<file path="src/stpq_pkg.sv">
// ----------------------------------------------------------------------------
// stpq_pkg
// Shared codes and types of the stable three-level priority queue.
// ----------------------------------------------------------------------------
`default_nettype none

package stpq_pkg;

	localparam int NUM_LEVELS        = 3;
	localparam int LVL_W             = 2;
	localparam int LEVEL_DEPTH_DEF   = 16;
	localparam int ID_BITS_DEF       = 16;

	// Input operations
	localparam logic OP_ENQ = 1'b0;
	localparam logic OP_DEQ = 1'b1;

	// Priority levels
	localparam logic [LVL_W-1:0] LVL_NONE = 2'd0;
	localparam logic [LVL_W-1:0] JUNIOR   = 2'd1;
	localparam logic [LVL_W-1:0] MID      = 2'd2;
	localparam logic [LVL_W-1:0] SENIOR   = 2'd3;

	// Result status codes
	localparam logic [1:0] ST_OK    = 2'd0;
	localparam logic [1:0] ST_EMPTY = 2'd1;
	localparam logic [1:0] ST_FULL  = 2'd2;

	// Controller to datapath commands
	typedef struct packed {
		logic enq;  // enqueue transfer this cycle
		logic deq;  // dequeue transfer this cycle
		logic fin;  // dequeue read data ready, load result
	} stpq_cmd_t;

	// Datapath to controller status
	typedef struct packed {
		logic any_held;  // at least one level holds an entry
	} stpq_stat_t;

endpackage

`default_nettype wire

</file>
<file path="src/stable_three_level_priority_queue_core.sv">
// ----------------------------------------------------------------------------
// stable_three_level_priority_queue_core
// Three-level priority queue of item ids, FIFO order within a level.
// ----------------------------------------------------------------------------
// Usage:
//   Input channel (in_valid/in_ready) carries op, item_id, item_level.
//   op = enqueue stores item_id at item_level (level 0 counts as level 1);
//   op = dequeue pops the oldest entry of the highest non-empty level.
//   Every input transfer produces exactly one result on the output channel
//   (out_valid/out_ready): status, out_id, out_level, queue_empty.
// Result path:
//   Enqueue and empty dequeue: result valid in the cycle after the transfer.
//   Dequeue of a held entry: the id passes the registered read port of the
//   entry memory, then the result register. No input is taken during the read.
// Stall:
//   The result register holds until taken; a new input transfer is taken in
//   the same cycle the previous result leaves. While a result waits and
//   out_ready is low, in_ready stays low.
// Reset:
//   arst_n clears all pointers, counts and handshake state: all levels empty.
//   Entry memory is not cleared; only written slots are ever read.
// ----------------------------------------------------------------------------
`default_nettype none

module stable_three_level_priority_queue_core #(
	parameter int LEVEL_DEPTH = stpq_pkg::LEVEL_DEPTH_DEF,
	parameter int ID_BITS     = stpq_pkg::ID_BITS_DEF
) (
	input  wire logic                        clk,
	input  wire logic                        arst_n,
	input  wire logic                        in_valid,
	output logic                             in_ready,
	input  wire logic                        op,
	input  wire logic [ID_BITS-1:0]          item_id,
	input  wire logic [stpq_pkg::LVL_W-1:0]  item_level,
	output logic                             out_valid,
	input  wire logic                        out_ready,
	output logic [1:0]                       status,
	output logic [ID_BITS-1:0]               out_id,
	output logic [stpq_pkg::LVL_W-1:0]       out_level,
	output logic                             queue_empty
);

	stpq_pkg::stpq_cmd_t  cmd;
	stpq_pkg::stpq_stat_t stat;

	// sequencing of transfers and the dequeue read
	stpq_ctrl u_ctrl (
		.clk       (clk),
		.arst_n    (arst_n),
		.in_valid  (in_valid),
		.in_ready  (in_ready),
		.op        (op),
		.out_valid (out_valid),
		.out_ready (out_ready),
		.stat      (stat),
		.cmd       (cmd)
	);

	// FIFO state, entry memory and result register
	stpq_dp #(
		.LEVEL_DEPTH (LEVEL_DEPTH),
		.ID_BITS     (ID_BITS)
	) u_dp (
		.clk         (clk),
		.arst_n      (arst_n),
		.cmd         (cmd),
		.stat        (stat),
		.item_id     (item_id),
		.item_level  (item_level),
		.status      (status),
		.out_id      (out_id),
		.out_level   (out_level),
		.queue_empty (queue_empty)
	);

endmodule

`default_nettype wire

</file>
<file path="src/stpq_ctrl.sv">
// ----------------------------------------------------------------------------
// stpq_ctrl
// Handshake controller: input/output valid-ready and dequeue read sequencing.
// ----------------------------------------------------------------------------
`default_nettype none

module stpq_ctrl (
	input  wire logic                  clk,
	input  wire logic                  arst_n,
	input  wire logic                  in_valid,
	output logic                       in_ready,
	input  wire logic                  op,
	output logic                       out_valid,
	input  wire logic                  out_ready,
	input  wire stpq_pkg::stpq_stat_t  stat,
	output stpq_pkg::stpq_cmd_t        cmd
);

	localparam logic S_IDLE = 1'b0;
	localparam logic S_READ = 1'b1;

	logic state_q;
	logic out_valid_q;
	logic in_xfer;
	logic deq_wait;
	logic load;

	assign in_ready = (state_q == S_IDLE) && (!out_valid_q || out_ready);
	assign in_xfer  = in_valid && in_ready;
	assign deq_wait = in_xfer && (op == stpq_pkg::OP_DEQ) && stat.any_held;

	assign cmd.enq = in_xfer && (op == stpq_pkg::OP_ENQ);
	assign cmd.deq = in_xfer && (op == stpq_pkg::OP_DEQ);
	assign cmd.fin = (state_q == S_READ);

	// result ready now: enqueue, empty dequeue, or finished read
	assign load = (in_xfer && !deq_wait) || (state_q == S_READ);

	assign out_valid = out_valid_q;

	always_ff @(posedge clk or negedge arst_n) begin
		if (!arst_n) begin
			state_q     <= S_IDLE;
			out_valid_q <= 1'b0;
		end else begin
			unique case (state_q)
				S_IDLE: begin
					if (deq_wait) state_q <= S_READ;
				end
				S_READ: begin
					state_q <= S_IDLE;
				end
				default: begin
					state_q <= S_IDLE;
				end
			endcase
			if (load) out_valid_q <= 1'b1;
			else if (out_ready) out_valid_q <= 1'b0;
		end
	end

	// output register is free while a read is pending
	a_read_out_free: assert property (@(posedge clk) disable iff (!arst_n)
		(state_q == S_READ) |-> !out_valid_q)
		else $error("result pending while read in flight");

	// a held dequeue always goes through the read state
	a_deq_read: assert property (@(posedge clk) disable iff (!arst_n)
		deq_wait |=> (state_q == S_READ))
		else $error("dequeue skipped read state");

	// results appear only from a transfer or a finished read
	a_valid_src: assert property (@(posedge clk) disable iff (!arst_n)
		$rose(out_valid_q) |-> ($past(in_xfer) || $past(state_q == S_READ)))
		else $error("result without a cause");

endmodule

`default_nettype wire

</file>
<file path="src/stpq_dp.sv">
// ----------------------------------------------------------------------------
// stpq_dp
// Datapath: per-level FIFO pointers and counts, entry memory, result register.
// ----------------------------------------------------------------------------
`default_nettype none

module stpq_dp #(
	parameter int LEVEL_DEPTH = stpq_pkg::LEVEL_DEPTH_DEF,
	parameter int ID_BITS     = stpq_pkg::ID_BITS_DEF
) (
	input  wire logic                         clk,
	input  wire logic                         arst_n,
	input  wire stpq_pkg::stpq_cmd_t          cmd,
	output stpq_pkg::stpq_stat_t              stat,
	input  wire logic [ID_BITS-1:0]           item_id,
	input  wire logic [stpq_pkg::LVL_W-1:0]   item_level,
	output logic [1:0]                        status,
	output logic [ID_BITS-1:0]                out_id,
	output logic [stpq_pkg::LVL_W-1:0]        out_level,
	output logic                              queue_empty
);

	localparam int NL     = stpq_pkg::NUM_LEVELS;
	localparam int LW     = stpq_pkg::LVL_W;
	localparam int PTR_W  = (LEVEL_DEPTH > 1) ? $clog2(LEVEL_DEPTH) : 1;
	localparam int CNT_W  = $clog2(LEVEL_DEPTH + 1);
	localparam int ENTRIES = NL * LEVEL_DEPTH;
	localparam int ADDR_W = $clog2(ENTRIES);
	localparam logic [PTR_W-1:0] PTR_LAST = PTR_W'(LEVEL_DEPTH - 1);

	logic [PTR_W-1:0] rd_ptr_q [NL];
	logic [PTR_W-1:0] wr_ptr_q [NL];
	logic [CNT_W-1:0] count_q  [NL];
	logic [ID_BITS-1:0] mem [ENTRIES];
	logic [ID_BITS-1:0] rd_data_q;
	logic [LW-1:0]      deq_lvl_q;

	logic [LW-1:0]     enq_q;     // level index 0..2
	logic [LW-1:0]     pick;      // highest non-empty level index
	logic              enq_full;
	logic [ADDR_W-1:0] wr_addr;
	logic [ADDR_W-1:0] rd_addr;
	logic              all_zero;

	always_comb begin
		if (item_level == stpq_pkg::LVL_NONE) enq_q = stpq_pkg::JUNIOR - 2'd1;
		else enq_q = item_level - 2'd1;
	end

	always_comb begin
		priority if (count_q[2] != '0) pick = 2'd2;
		else if (count_q[1] != '0)     pick = 2'd1;
		else                           pick = 2'd0;
	end

	assign stat.any_held = (count_q[0] != '0) || (count_q[1] != '0) || (count_q[2] != '0);
	assign all_zero      = !stat.any_held;
	assign enq_full      = (count_q[enq_q] == CNT_W'(LEVEL_DEPTH));

	assign wr_addr = ADDR_W'(enq_q) * ADDR_W'(LEVEL_DEPTH) + ADDR_W'(wr_ptr_q[enq_q]);
	assign rd_addr = ADDR_W'(pick) * ADDR_W'(LEVEL_DEPTH) + ADDR_W'(rd_ptr_q[pick]);

	function automatic logic [PTR_W-1:0] next_slot(input logic [PTR_W-1:0] p);
		next_slot = (p == PTR_LAST) ? '0 : p + PTR_W'(1);
	endfunction

	// pointers and counts
	always_ff @(posedge clk or negedge arst_n) begin
		if (!arst_n) begin
			for (int i = 0; i < NL; i++) begin
				rd_ptr_q[i] <= '0;
				wr_ptr_q[i] <= '0;
				count_q[i]  <= '0;
			end
		end else begin
			if (cmd.enq && !enq_full) begin
				wr_ptr_q[enq_q] <= next_slot(wr_ptr_q[enq_q]);
				count_q[enq_q]  <= count_q[enq_q] + CNT_W'(1);
			end
			if (cmd.deq && stat.any_held) begin
				rd_ptr_q[pick] <= next_slot(rd_ptr_q[pick]);
				count_q[pick]  <= count_q[pick] - CNT_W'(1);
			end
		end
	end

	// entry memory, registered read; only held slots are read
	always_ff @(posedge clk) begin
		if (cmd.enq && !enq_full) mem[wr_addr] <= item_id;
		if (cmd.deq && stat.any_held) begin
			rd_data_q <= mem[rd_addr];
			deq_lvl_q <= pick;
		end
	end

	// result register
	always_ff @(posedge clk) begin
		if (cmd.fin) begin
			status      <= stpq_pkg::ST_OK;
			out_id      <= rd_data_q;
			out_level   <= deq_lvl_q + 2'd1;
			queue_empty <= all_zero;
		end else if (cmd.enq) begin
			status      <= enq_full ? stpq_pkg::ST_FULL : stpq_pkg::ST_OK;
			out_id      <= '0;
			out_level   <= stpq_pkg::LVL_NONE;
			queue_empty <= 1'b0;
		end else if (cmd.deq && !stat.any_held) begin
			status      <= stpq_pkg::ST_EMPTY;
			out_id      <= '0;
			out_level   <= stpq_pkg::LVL_NONE;
			queue_empty <= 1'b1;
		end
	end

endmodule

`default_nettype wire
</file>
<file path="config.mk">
export PLATFORM = sky130hd
export DESIGN_NAME = stable_three_level_priority_queue_core
export DESIGN_NICKNAME = d
export VERILOG_FILES = /design/src/stpq_pkg.sv /design/src/stable_three_level_priority_queue_core.sv /design/src/stpq_ctrl.sv /design/src/stpq_dp.sv
export SDC_FILE = /design/constraint.sdc
export NUM_CORES = 1
export LEC_CHECK = 0
export ABC_AREA = 1
export BUFFER_PORTS_ARGS = -buffer_cell sky130_fd_sc_hd__buf_2
export CORE_MARGIN = 5
export CORE_UTILIZATION = 40
export CTS_CLUSTER_SIZE = 40
export DETAILED_ROUTE_END_ITERATION = 8
export PLACE_DENSITY = 0.54
export SYNTH_ARGS = -nofsm -noshare
export SYNTH_HDL_FRONTEND = slang
export SYNTH_SLANG_ARGS = --single-unit
</file>
<file path="constraint.sdc">
create_clock -name clk -period 4.4 [get_ports clk]
set_input_delay 0.88 -clock clk [delete_from_list [all_inputs] [get_ports clk]]
set_output_delay 0.88 -clock clk [all_outputs]
set_load 0.05 [all_outputs]
</file>
# Word level (Yosys, flattened, before mapping)
# Memory sizes are Yosys's and may differ from the RTL's. A register that Yosys moved wholly into a read port is not among the register bits.
# Index checks and enable logic that the tools add are counted.
[op_classes] add_sub_neg=8 n_lt_le_gt_ge=4 eq_ne=3 mux=49 bitwise=4 reduce_logical=25
[ops] operator="2-to-1 mux 16 bit" n=3
[ops] operator="2-to-1 mux 4 bit" n=8
[ops] operator="bitwise mux 15 bit" n=2
[ops] operator="2-to-1 mux 15 bit" n=2
[ops] operator="2-to-1 mux 5 bit" n=6
[ops] operator="bitwise mux 12 bit" n=2
[ops] operator="binary-select mux 5 bit (select 2 bit)" n=2
[ops] operator="demux 5 bit (select 2 bit)" n=2
[ops] operator="binary-select mux 4 bit (select 2 bit)" n=2
[ops] operator="demux 4 bit (select 2 bit)" n=2
[ops] operator="2-to-1 mux 2 bit" n=8
[ops] operator="nonzero test 5 bit" n=3
[ops] operator="adder 6 x 4 -> 6 bit" n=2
[ops] operator="logical AND 1 bit" n=10
[ops] operator="2-to-1 mux 1 bit" n=9
[ops] operator="adder 4 x 1 -> 4 bit (second input constant)" n=2
[ops] operator="equality test 4 bit (second input constant)" n=2
[ops] operator="greater-or-equal comparator 3 bit (second input constant)" n=2
[ops] operator="less-than comparator 3 x 1 -> 1 bit (second input constant)" n=2
[ops] operator="NOT 2 -> 3 bit" n=2
[ops] operator="adder 5 x 1 -> 5 bit (second input constant)" n=1
[ops] operator="equality test 5 bit (second input constant)" n=1
[ops] operator="subtractor 5 x 1 -> 5 bit (second input constant)" n=1
[ops] operator="logical NOT 1 bit" n=4
[ops] operator="8 further kinds" n=13
[word_totals] register_bits=64 ramBits=768 input_bits=23 out_inout_bits=23 word_cells=110 mem_count=1
[mem_list] memory="u_dp.mem" words=48 word_bits=16 read_ports=1 rd_ports_with_merged_regs=1 write_ports=1 line="stpq_dp.sv:34" rtl="logic [ID_BITS-1:0] mem [ENTRIES];"

# Depth between registers and ports, before layout
# Gate-level depths: netlist of the first run.
[logic_depth] depth_word=12 ltp_mapped=16 mapped_depth_nobuf=15

# Modules after synthesis
# Synthesis of the first run repeated with hierarchy kept, for this count alone.
[unflattened] hier_cells=3799 area_unflattened_um2=38750.9
[modules_own_cells] mod="stpq_dp" n_inst=1 cells_per_inst=3781 area_each_um2=38612.0
[modules_own_cells] mod="stpq_ctrl" n_inst=1 cells_per_inst=18 area_each_um2=138.9

# Worst setup path after synthesis of the first run
# No wires, ideal clock.
[synth_path] kind="input to register" from="input out_ready" to="memory u_dp.mem[47][0] in the netlist's numbering, enable pin" setup_ns=0.409 arrival_ns=3.716 setup_slack_ns=0.274 cell_stages=8 path_cell_list="inv_1 a21oi_1 nand2_1 nor2_1 nand2_1 nor2_1 inv_1 nor3_1"
[synth_between] elab_chain_cells=7
[synth_lines] element="start: declaration" line="stable_three_level_priority_queue_core.sv:37" rtl="input wire logic out_ready,"
[synth_lines] element="logical OR 1 bit" line="stpq_ctrl.sv:28" rtl="assign in_ready = (state_q == S_IDLE) && (!out_valid_q || out_ready);"
[synth_lines] element="logical AND 1 bit" line="stpq_ctrl.sv:28"
[synth_lines] element="via in_ready" line="stable_three_level_priority_queue_core.sv:32" rtl="output logic in_ready,"
[synth_lines] element="logical AND 1 bit" line="stpq_ctrl.sv:29" rtl="assign in_xfer = in_valid && in_ready;"
[synth_lines] element="logical AND 1 bit" line="stpq_ctrl.sv:32" rtl="assign cmd.enq = in_xfer && (op == stpq_pkg::OP_ENQ);"
[synth_lines] element="logical AND 1 bit" line="stpq_dp.sv:89" rtl="if (cmd.enq && !enq_full) mem[wr_addr] <= item_id;"
[synth_lines] element="2-to-1 mux 1 bit" line="stpq_dp.sv:89"
[synth_lines] element="2-to-1 mux 1 bit (implied by the code)" line="stpq_dp.sv:89"
[synth_lines] element="end: declaration" line="stpq_dp.sv:34"
# The timed path passes the listed nets, and every way through them passes these cells.

# Worst setup path in the final report of the first run
[layout_path] from="register u_dp.count_q[2] in the netlist's numbering" to="register u_dp.rd_data_q[14], read port of u_dp.mem (data pin)"
[layout_between] elab_chain_cells=7 word_cells_on_any_way=9
[layout_lines] element="start: declaration" line="stpq_dp.sv:33" rtl="logic [CNT_W-1:0] count_q [NL];"
[layout_lines] element="start signal: indexed assignment" line="stpq_dp.sv:78" rtl="count_q[enq_q] <= count_q[enq_q] + CNT_W'(1);"
[layout_lines] element="start signal: indexed assignment" line="stpq_dp.sv:82" rtl="count_q[pick] <= count_q[pick] - CNT_W'(1);"
[layout_lines] element="nonzero test 5 bit *" line="stpq_dp.sv:51, stpq_dp.sv:56"
[layout_lines] element="2-to-1 mux 2 bit" line="stpq_dp.sv:51" rtl="priority if (count_q[2] != '0) pick = 2'd2;"
[layout_lines] element="NOT 2 -> 3 bit (implied by the code)" line="stpq_dp.sv:61" rtl="assign rd_addr = ADDR_W'(pick) * ADDR_W'(LEVEL_DEPTH) + ADDR_W'(rd_ptr_q[pick]);"
[layout_lines] element="binary-select mux 4 bit (select 2 bit)" line="stpq_dp.sv:61"
[layout_lines] element="2-to-1 mux 4 bit (implied by the code) (2 in series)" line="stpq_dp.sv:61"
[layout_lines] element="adder 6 x 4 -> 6 bit" line="stpq_dp.sv:61"
[layout_lines] element="end: declaration" line="stpq_dp.sv:35" rtl="logic [ID_BITS-1:0] rd_data_q;"
# Mark *: on every way between the ends. The rest lies on a longest branch, timed or not. The select of a mux whose other input is x is not followed.
# A chain may end at the register's enable or synchronous reset.

==> results.rst, run 1 <==
.. list-table::
   :header-rows: 1

   * - Metric
     - Value
   * - Clock latency reported for the late side of the worst-skew pair
     - 0.66 ns
   * - Count of unique library cells instantiated by Yosys
     - 39
   * - Clock Sinks
     - 848
   * - DRC marker count from the first detailed-route iteration
     - 2877
   * - Residual antenna-violating net count after detailed routing
     - 0
   * - Startpoint type of the worst setup path
     - flop
   * - Number of cells on the worst reg-to-reg path
     - 14
   * - Clock input transition at the sequential cells of the worst setup and hold paths
     - 0.06 ns
   * - Number of synthesized register bits
     - 848
   * - Syn Inst Count
     - 3107
   * - CTS H-tree lvls
     - 3
   * - Filler instances
     - 8066
   * - Placed cell areas
     - 0.0377 mm²
   * - Vias per inst
     - 5.39
   * - CP Max Fanout
     - 24
   * - Cell occurring most often along the worst timing path
     - sky130_fd_sc_hd__nand2_1
   * - Slowest cell on crit path
     - sky130_fd_sc_hd__nor2_4
   * - Worst voltage drop across the vdd grid
     - 0.000377 V
   * - Multi-input gate area
     - 0.00813 mm²
   * - Worst-case clock buffer depth
     - 3
   * - CTS-repair resized insts
     - 0
   * - Post-route DRC violation count
     - 0
   * - Data required time of the worst path
     - 4.79 ns
   * - # Post-CTS Setup Buffers
     - 0
   * - Fin Setup TNS
     - 0 ns
   * - Power, Total
     - 28.4 mW
   * - Antenna violations before repair
     - 1
   * - Starting Density
     - 40.4%
   * - Seq/Total Area, Yosys
     - 70.5%
   * - Origin of the critical flop-to-flop path
     - u_dp.count_q[2]$_DFF_PN0_
   * - Core box area
     - 0.0886 mm²
   * - Number of buffers created by CTS
     - 90
   * - Aggregate global-route resource usage
     - 21.3%
   * - Drt total wl
     - 102000 µm
   * - Count of boundary I/O pins
     - 46
   * - Clock network fraction of design power
     - 25.6%
   * - Static Leakage
     - 15.5 nW
   * - Router iterations before antenna repair
     - 6
   * - Combinational Power Share
     - 41.2%
   * - Die Wd
     - 309 µm
   * - Relative contribution of sequential cells to total power
     - 33.2%
   * - Slew headroom
     - 20.5%
   * - TritonCTS clock tree
     - yes
   * - Gpl congestion
     - 0.900
   * - Wire length of the first global-routing pass
     - 150000 µm
   * - Class of the most critical hold timing path
     - in -> async
   * - Series of cell instances along the critical path
     - inv_1, nand4_2, buf_4, nand2_1, nand2_1, nor2_4, buf_4, a21oi_1, o21ai_0, nand3_1, nand3_1, nand2_1, nand2_1, nand2_1
   * - Shortest clock period the worst path allows after layout
     - 3.62 ns
   * - Area added between synthesis and finish
     - 13.1%
   * - Fraction of layout cells with a size suffix above 1
     - 9.93%
   * - Design area
     - 0.0405 mm²
   * - Post-synthesis cell area
     - 0.0358 mm²
   * - Commonest cells after routing, fill and taps aside
     - sky130_fd_sc_hd__edfxtp_1 (805), sky130_fd_sc_hd__nand2_1 (607), sky130_fd_sc_hd__inv_1 (415), sky130_fd_sc_hd__nand3_1 (383), sky130_fd_sc_hd__o211ai_1 (198)
   * - Area used by sequential logic in the layout
     - 0.0252 mm²
   * - Switching fraction of total power
     - 41.2%
   * - Wire per inst
     - 23.2 µm
   * - Die Outline Area
     - 0.0956 mm²
   * - Number of hold buffers added after cts
     - 0
   * - Run status
     - finished clean
   * - Final worst path period share
     - 82.3%
   * - Vertical extent of the die
     - 309 µm
   * - Critical path launch point
     - u_dp.count_q[2]$_DFF_PN0_
   * - Number of setup violations in the final report
     - 0
   * - Worst Max-Slew Pin Slew
     - 1.19 ns
   * - Most common cell after layout, fill and taps aside
     - sky130_fd_sc_hd__edfxtp_1
   * - Maximum clock skew at final layout
     - 0.0251 ns
   * - Largest net degree at the start of global routing
     - 140
   * - Power density over the cells
     - 700 mW/mm²
   * - Internal power
     - 16.7 mW
   * - Utilization after layout
     - 45.7%
   * - Arrival time of the worst setup path
     - 4.01 ns
   * - Clock tree root driver cell
     - sky130_fd_sc_hd__clkbuf_16
   * - Post-synth net total
     - 3135
   * - FMAX
     - 0.276 GHz
   * - GR Overflow Total
     - 0
   * - Number of input and output port buffers inserted
     - 45
   * - Number of warnings printed during yosys synthesis
     - 0
   * - Number of maximum-capacitance violations
     - 0
   * - Std cell rows
     - 109
   * - Via Count
     - 23800
   * - Final #Nets
     - 3211
   * - Final hold violations
     - 0
   * - Switching power of the nets
     - 11.7 mW
   * - DPL Wire Length
     - 62400 µm
   * - Capturing element type of the critical path
     - flop
   * - RSZ-0062 raised after global routing
     - no
   * - Critical path class
     - reg -> reg
   * - Synthesized area per cell
     - 11.5 µm²
   * - Count of final max-slew check failures
     - 0
   * - Via count of the first global-routing pass
     - 23100
   * - Slowest Stage Delay on Critical Path
     - 0.90 ns
## per-stage QoR
step	hold slack, ns	cells	setup WS (ns)
global route	0.470	4418	0.669
floorplan	0.444	3107	0.274
CTS	0.387	4418	0.858
global placement	0.453	4256	0.664
detailed placement	0.464	4256	0.603
finish	0.382	4419	0.779
## flip-flops by register name, indices dropped and copies added (netlist names), 2 cells and up
name and flops:
u_dp.count_q 15, u_dp.rd_ptr_q 12, u_dp.rd_data_q 16, u_dp.deq_lvl_q 2, u_dp.out_level 2, u_dp.wr_ptr_q 12
u_dp.status 2, u_dp.mem 768, u_dp.out_id 16
## cell families (layout without fill, tap and decap cells)
logic type / Yosys count / after routing / synth area share, %
compound gates: 416 / 416 / 7.32
xor+xnor: 8 / 8 / 0.196
fa+ha+maj: 5 / 5 / 0.175
buf+inv: 602 / 748 / 7.04
flops: 848 / 848 / 70.5
other cells: 0 / 1 / 0
simple gates: 1228 / 1228 / 14.8
## Yosys cell counts, drive strengths merged
library cell / n / area, µm²
edfxtp: 805 / 24200
nand2: 610 / 2300
inv: 428 / 1610
nand3: 388 / 1960
o211ai: 198 / 1490
nor2: 177 / 716
o21ai: 151 / 767
buf: 144 / 800
a21oi: 58 / 290
dfrtp: 41 / 1030
nand4: 36 / 231
clkbuf: 30 / 113
nor3: 14 / 86.3
ha: 5 / 62.6
xnor2: 5 / 43.8
a221oi: 4 / 41.3
xor2: 3 / 26.3
dfxtp: 2 / 40.0
o221ai: 2 / 17.5
o22ai: 2 / 12.5
or2: 2 / 12.5
nand3b: 1 / 7.51
o21bai: 1 / 7.51
## cell type report
class	count	area share, %
Clock inverter	48	0.961
Inverter	428	3.98
Timing Repair Buffer	158	3.13
Multi-Input combinational cell	1657	20.1
Clock buffer	114	5.94
Antenna cell	1	0.00618
Tap cell	1165	3.60
Sequential cell	848	62.3
## final timing paths
path,end,slack (ns)
max,u_dp.rd_data_q[14]$_DFFE_PN_,0.78
max in group asynchronous,u_dp.count_q[10]$_DFF_PN0_,3.42
min,u_dp.count_q[14]$_DFF_PN0_,0.38
min in group clk,u_dp.rd_ptr_q[5]$_DFFE_PN0P_,0.48
min reg2reg,u_dp.rd_ptr_q[5]$_DFFE_PN0P_,0.48
max reg2reg,u_dp.rd_data_q[14]$_DFFE_PN_,0.78
## routing by layer
layer  global-route usage (%)  vias to the layer above  wire length, µm
li1                         -                    10900                -
met1                     29.8                    11700            44100
met2                     34.4                      952            47800
met3                     3.19                      179             7200
met4                     7.04                        0             3330
met5                        0                        -                0
## power groups by stage
| stage | Combinational, mW | Sequential, mW | Clock (mW) |
|---|---|---|---|
| final | 11.7 | 9.41 | 7.26 |
| after global routing | 12.7 | 9.42 | 7.77 |
| after floorplan | 7.57 | 9.55 | 0 |
| after global placement | 11.5 | 9.56 | 0 |
| after CTS | 11.6 | 9.40 | 7.40 |
| after detailed placement | 11.6 | 9.56 | 0 |
## critical path, delay by kind of cell (launching register included)
kind	cells	cell delay [ns]
buf+inv	3	0.76
flops	1	0.42
simple gates	9	2.00
compound gates	2	0.15
No activity file was read; power rests on OpenSTA's default activity.
==> run 2, diff against run 1 <==
clock period = 3.5 ns   (was 4.4 ns; I/O delays follow)
==> run 2 against run 1 <==
Effect of this change:
- maximum frequency is 11% higher
- combinational power grew 33%
- first-iteration DRC count shrank 3.9%
- clock skew rose by 0.00096 ns
- final area grew 1.6%
- sequential share of layout area down 1.0 points
- critical path depth is 2 lower
- clock-buffer cell count is 2 lower
- hold slack got worse by 0.17 ns
- wire length increased by 2.0%
- critical path type unchanged
- largest power group unchanged
==> results.rst, run 2 (synthesized netlist as in run 1, its figures left out) <==
.. list-table::
   :header-rows: 1

   * - Metric
     - Value
   * - Run status
     - finished clean (unchanged)
   * - DRC marker count from the first detailed-route iteration
     - 2766 (was 2877)
   * - RSZ-0062 raised after global routing
     - no (unchanged)
   * - Most common cell after layout, fill and taps aside
     - sky130_fd_sc_hd__edfxtp_1 (unchanged)
   * - Number of maximum-capacitance violations
     - 0 (unchanged)
   * - Critical path class
     - reg -> reg (unchanged)
   * - Slowest Stage Delay on Critical Path
     - 0.51 ns (was 0.90 ns)
   * - Worst Max-Slew Pin Slew
     - 1.02 ns (was 1.19 ns)
   * - Power, Total
     - 36.7 mW (was 28.4 mW)
   * - Area used by sequential logic in the layout
     - 0.0252 mm² (unchanged)
   * - Wire per inst
     - 23.4 µm (was 23.2 µm)
   * - Slew headroom
     - 31.7% (was 20.5%)
   * - Final hold violations
     - 0 (unchanged)
   * - Shortest clock period the worst path allows after layout
     - 3.27 ns (was 3.62 ns)
   * - Clock Sinks
     - 848 (unchanged)
   * - Largest registers in the final layout
     - u_dp.mem: 768 flops, u_dp.out_id: 16 flops, u_dp.rd_data_q: 16 flops (unchanged)
   * - Capture instance of the worst register-to-register path
     - u_dp.rd_ptr_q[3]$_DFFE_PN0P_ (was u_dp.rd_data_q[14]$_DFFE_PN_)
   * - Origin of the critical flop-to-flop path
     - u_dp.count_q[5]$_DFF_PN0_ (was u_dp.count_q[2]$_DFF_PN0_)
   * - Largest net degree at the start of global routing
     - 101 (was 140)
   * - Aggregate global-route resource usage
     - 21.5% (was 21.3%)
   * - Residual antenna-violating net count after detailed routing
     - 0 (unchanged)
   * - Worst voltage drop across the vdd grid
     - 0.000596 V (was 0.000377 V)
   * - Final worst path period share
     - 93.5% (was 82.3%)
   * - Utilization after layout
     - 46.4% (was 45.7%)
   * - Capturing element type of the critical path
     - flop (unchanged)
   * - Series of cell instances along the critical path
     - nor2_2, nand3_2, nand3_2, nand3_4, inv_4, buf_4, ha_1, inv_1, nor2_1, o21ai_1, o21ai_1, o21ai_1 (was inv_1, nand4_2, buf_4, nand2_1, nand2_1, nor2_4, buf_4, a21oi_1, o21ai_0, nand3_1, nand3_1, nand2_1, nand2_1, nand2_1)
   * - Crit path buf inv count
     - 3 (unchanged)
   * - Static Leakage
     - 15.8 nW (was 15.5 nW)
   * - Antenna violations before repair
     - 2 (was 1)
   * - Number of buffers created by CTS
     - 90 (unchanged)
   * - Die Wd
     - 309 µm (unchanged)
   * - Commonest cells after routing, fill and taps aside
     - sky130_fd_sc_hd__edfxtp_1 (805), sky130_fd_sc_hd__nand2_1 (607), sky130_fd_sc_hd__inv_1 (415), sky130_fd_sc_hd__nand3_1 (383), sky130_fd_sc_hd__o211ai_1 (198) (unchanged)
   * - CP Max Fanout
     - 41 (was 24)
   * - Vias per inst
     - 5.41 (was 5.39)
   * - Maximum clock skew at final layout
     - 0.0260 ns (was 0.0251 ns)
   * - Number of hold buffers added after cts
     - 0 (unchanged)
   * - Core box area
     - 0.0886 mm² (unchanged)
   * - Worst-case clock buffer depth
     - 3 (unchanged)
   * - Starting Density
     - 40.4% (unchanged)
   * - FMAX
     - 0.305 GHz (was 0.276 GHz)
   * - Vertical extent of the die
     - 309 µm (unchanged)
   * - Design area
     - 0.0412 mm² (was 0.0405 mm²)
   * - Register name with the most flops
     - u_dp.mem (unchanged)
   * - Count of boundary I/O pins
     - 46 (unchanged)
   * - Critical Path End
     - u_dp.rd_ptr_q[3]$_DFFE_PN0P_ (was u_dp.rd_data_q[14]$_DFFE_PN_)
   * - Multi-input gate area
     - 0.00815 mm² (was 0.00813 mm²)
   * - Final #Nets
     - 3263 (was 3211)
   * - Slowest cell on crit path
     - sky130_fd_sc_hd__buf_4 (was sky130_fd_sc_hd__nor2_4)
   * - Router iterations before antenna repair
     - 5 (was 6)
   * - Via count of the first global-routing pass
     - 23100 (about the same)
   * - Worst reg-to-reg setup slack
     - 0.23 ns (was 0.78 ns)
   * - Number of input and output port buffers inserted
     - 45 (unchanged)
   * - Clock input transition at the sequential cells of the worst setup and hold paths
     - 0.06 ns (about the same)
   * - Clock latency reported for the late side of the worst-skew pair
     - 0.65 ns (was 0.66 ns)
   * - # Post-CTS Setup Buffers
     - 0 (unchanged)
   * - Gpl congestion
     - 0.916 (was 0.900)
   * - Class of the most critical hold timing path
     - in -> async (unchanged)
   * - CTS-repair resized insts
     - 0 (unchanged)
   * - Filler instances
     - 8144 (was 8066)
   * - Antenna diodes
     - 0 (was 1)
   * - GR Overflow Total
     - 0 (unchanged)
   * - Clock tree root driver cell
     - sky130_fd_sc_hd__clkbuf_16 (unchanged)
   * - Critical path launch point
     - u_dp.count_q[5]$_DFF_PN0_ (was u_dp.count_q[2]$_DFF_PN0_)
   * - Count of final max-slew check failures
     - 0 (unchanged)
   * - Number of cells on the worst reg-to-reg path
     - 12 (was 14)
   * - Data required time of the worst path
     - 4.01 ns (was 4.79 ns)
   * - Number of setup violations in the final report
     - 0 (unchanged)
   * - Placed cell areas
     - 0.0383 mm² (was 0.0377 mm²)
   * - Flip-flop count of the largest register, all copies and words added
     - 768 (unchanged)
   * - Worst Hold Margin
     - 0.209 ns (was 0.382 ns)
   * - Die Outline Area
     - 0.0956 mm² (unchanged)
   * - Power density over the cells
     - 892 mW/mm² (was 700 mW/mm²)
   * - CTS H-tree lvls
     - 3 (unchanged)
   * - Drt total wl
     - 104000 µm (was 102000 µm)
   * - Stages on the worst setup path
     - 12 (was 14)
   * - Fraction of layout cells with a size suffix above 1
     - 11.5% (was 9.93%)
   * - Post-route DRC violation count
     - 0 (unchanged)
   * - Wire length of the first global-routing pass
     - 152000 µm (was 150000 µm)
   * - DPL Wire Length
     - 65700 µm (was 62400 µm)
   * - Std cell rows
     - 109 (unchanged)
   * - Arrival time of the worst setup path
     - 3.79 ns (was 4.01 ns)
   * - Area added between synthesis and finish
     - 14.9% (was 13.1%)
   * - Via Count
     - 24200 (was 23800)
   * - Dominant delay contributor by cell family on the critical path
     - simple AND/OR/NAND/NOR gates (unchanged)
   * - Cell occurring most often along the worst timing path
     - sky130_fd_sc_hd__o21ai_1 (was sky130_fd_sc_hd__nand2_1)
   * - TritonCTS clock tree
     - yes (unchanged)
   * - Startpoint type of the worst setup path
     - flop (unchanged)
[run 2: cell types whose count changed in the layout (fill, tap and decap cells not counted), sizes merged]
cell and change:
buf +50, clkinv -8, bufinv +4, inv +3
clkbuf -1, clkinvlp +1, diode -1, nand3 +1
[run 2: how the worst min path moves through the flow]
stage	cells past startpoint	startpoint	end	slack (ns)
after global placement	2	u_dp.rd_ptr_q[2]$_DFFE_PN0P_	u_dp.rd_ptr_q[2]$_DFFE_PN0P_	0.46
after detailed placement	2	u_dp.status[0]$_SDFFE_PP0P_	u_dp.status[0]$_SDFFE_PP0P_	0.46
after global routing	1	arst_n	u_dp.count_q[10]$_DFF_PN0_	0.30
after CTS	1	arst_n	u_dp.rd_ptr_q[7]$_DFFE_PN0P_	0.22
after floorplan	0	arst_n	u_ctrl.out_valid$_DFFE_PN0P_	0.40
final	1	arst_n	u_dp.count_q[4]$_DFF_PN0_	0.21
[run 2: final cells by class]
| type | count | area share, % |
|---|---|---|
| Clock buffer | 112 | 5.72 |
| Clock inverter | 48 | 1.20 |
| Inverter | 428 | 3.91 |
| Multi-Input combinational cell | 1658 | 19.8 |
| Timing Repair Buffer | 209 | 4.52 |
| Sequential cell | 848 | 61.3 |
| Tap cell | 1165 | 3.54 |
[run 2: power breakdown]
part / total [mW] / switching, mW / internal (mW)
registers: 11.8 / 0.249 / 11.6
clock network: 9.32 / 3.88 / 5.44
logic: 15.6 / 10.9 / 4.68
[run 2: worst reg2reg max path: stages, from the launching register on]
cell and delay [ns]:
sky130_fd_sc_hd__dfrtp_1 0.43, sky130_fd_sc_hd__nor2_2 0.16, sky130_fd_sc_hd__nand3_2 0.19, sky130_fd_sc_hd__nand3_2 0.20
sky130_fd_sc_hd__nand3_4 0.34, sky130_fd_sc_hd__inv_4 0.39, sky130_fd_sc_hd__buf_4 0.52, sky130_fd_sc_hd__ha_1 0.24
sky130_fd_sc_hd__inv_1 0.06, sky130_fd_sc_hd__nor2_1 0.16, sky130_fd_sc_hd__o21ai_1 0.07, sky130_fd_sc_hd__o21ai_1 0.27
sky130_fd_sc_hd__o21ai_1 0.11
[run 2: per-layer routing]
metal	up-vias	global-route usage [%]	wire, µm
met5	-	0	19
met4	2	6.05	2670
met3	154	2.92	8460
met2	1036	33.5	47100
met1	11900	32.0	46200
li1	11000	-	-
[run 2: stage by stage]
step	cells	setup TNS (ns)	setup WS [ns]
after floorplan	3107	-12.93	-0.115
after detailed placement	4306	0	0.234
after global routing	4468	0	0.0144
after CTS	4466	0	0.225
final	4468	0	0.226
after global placement	4306	0	0.210
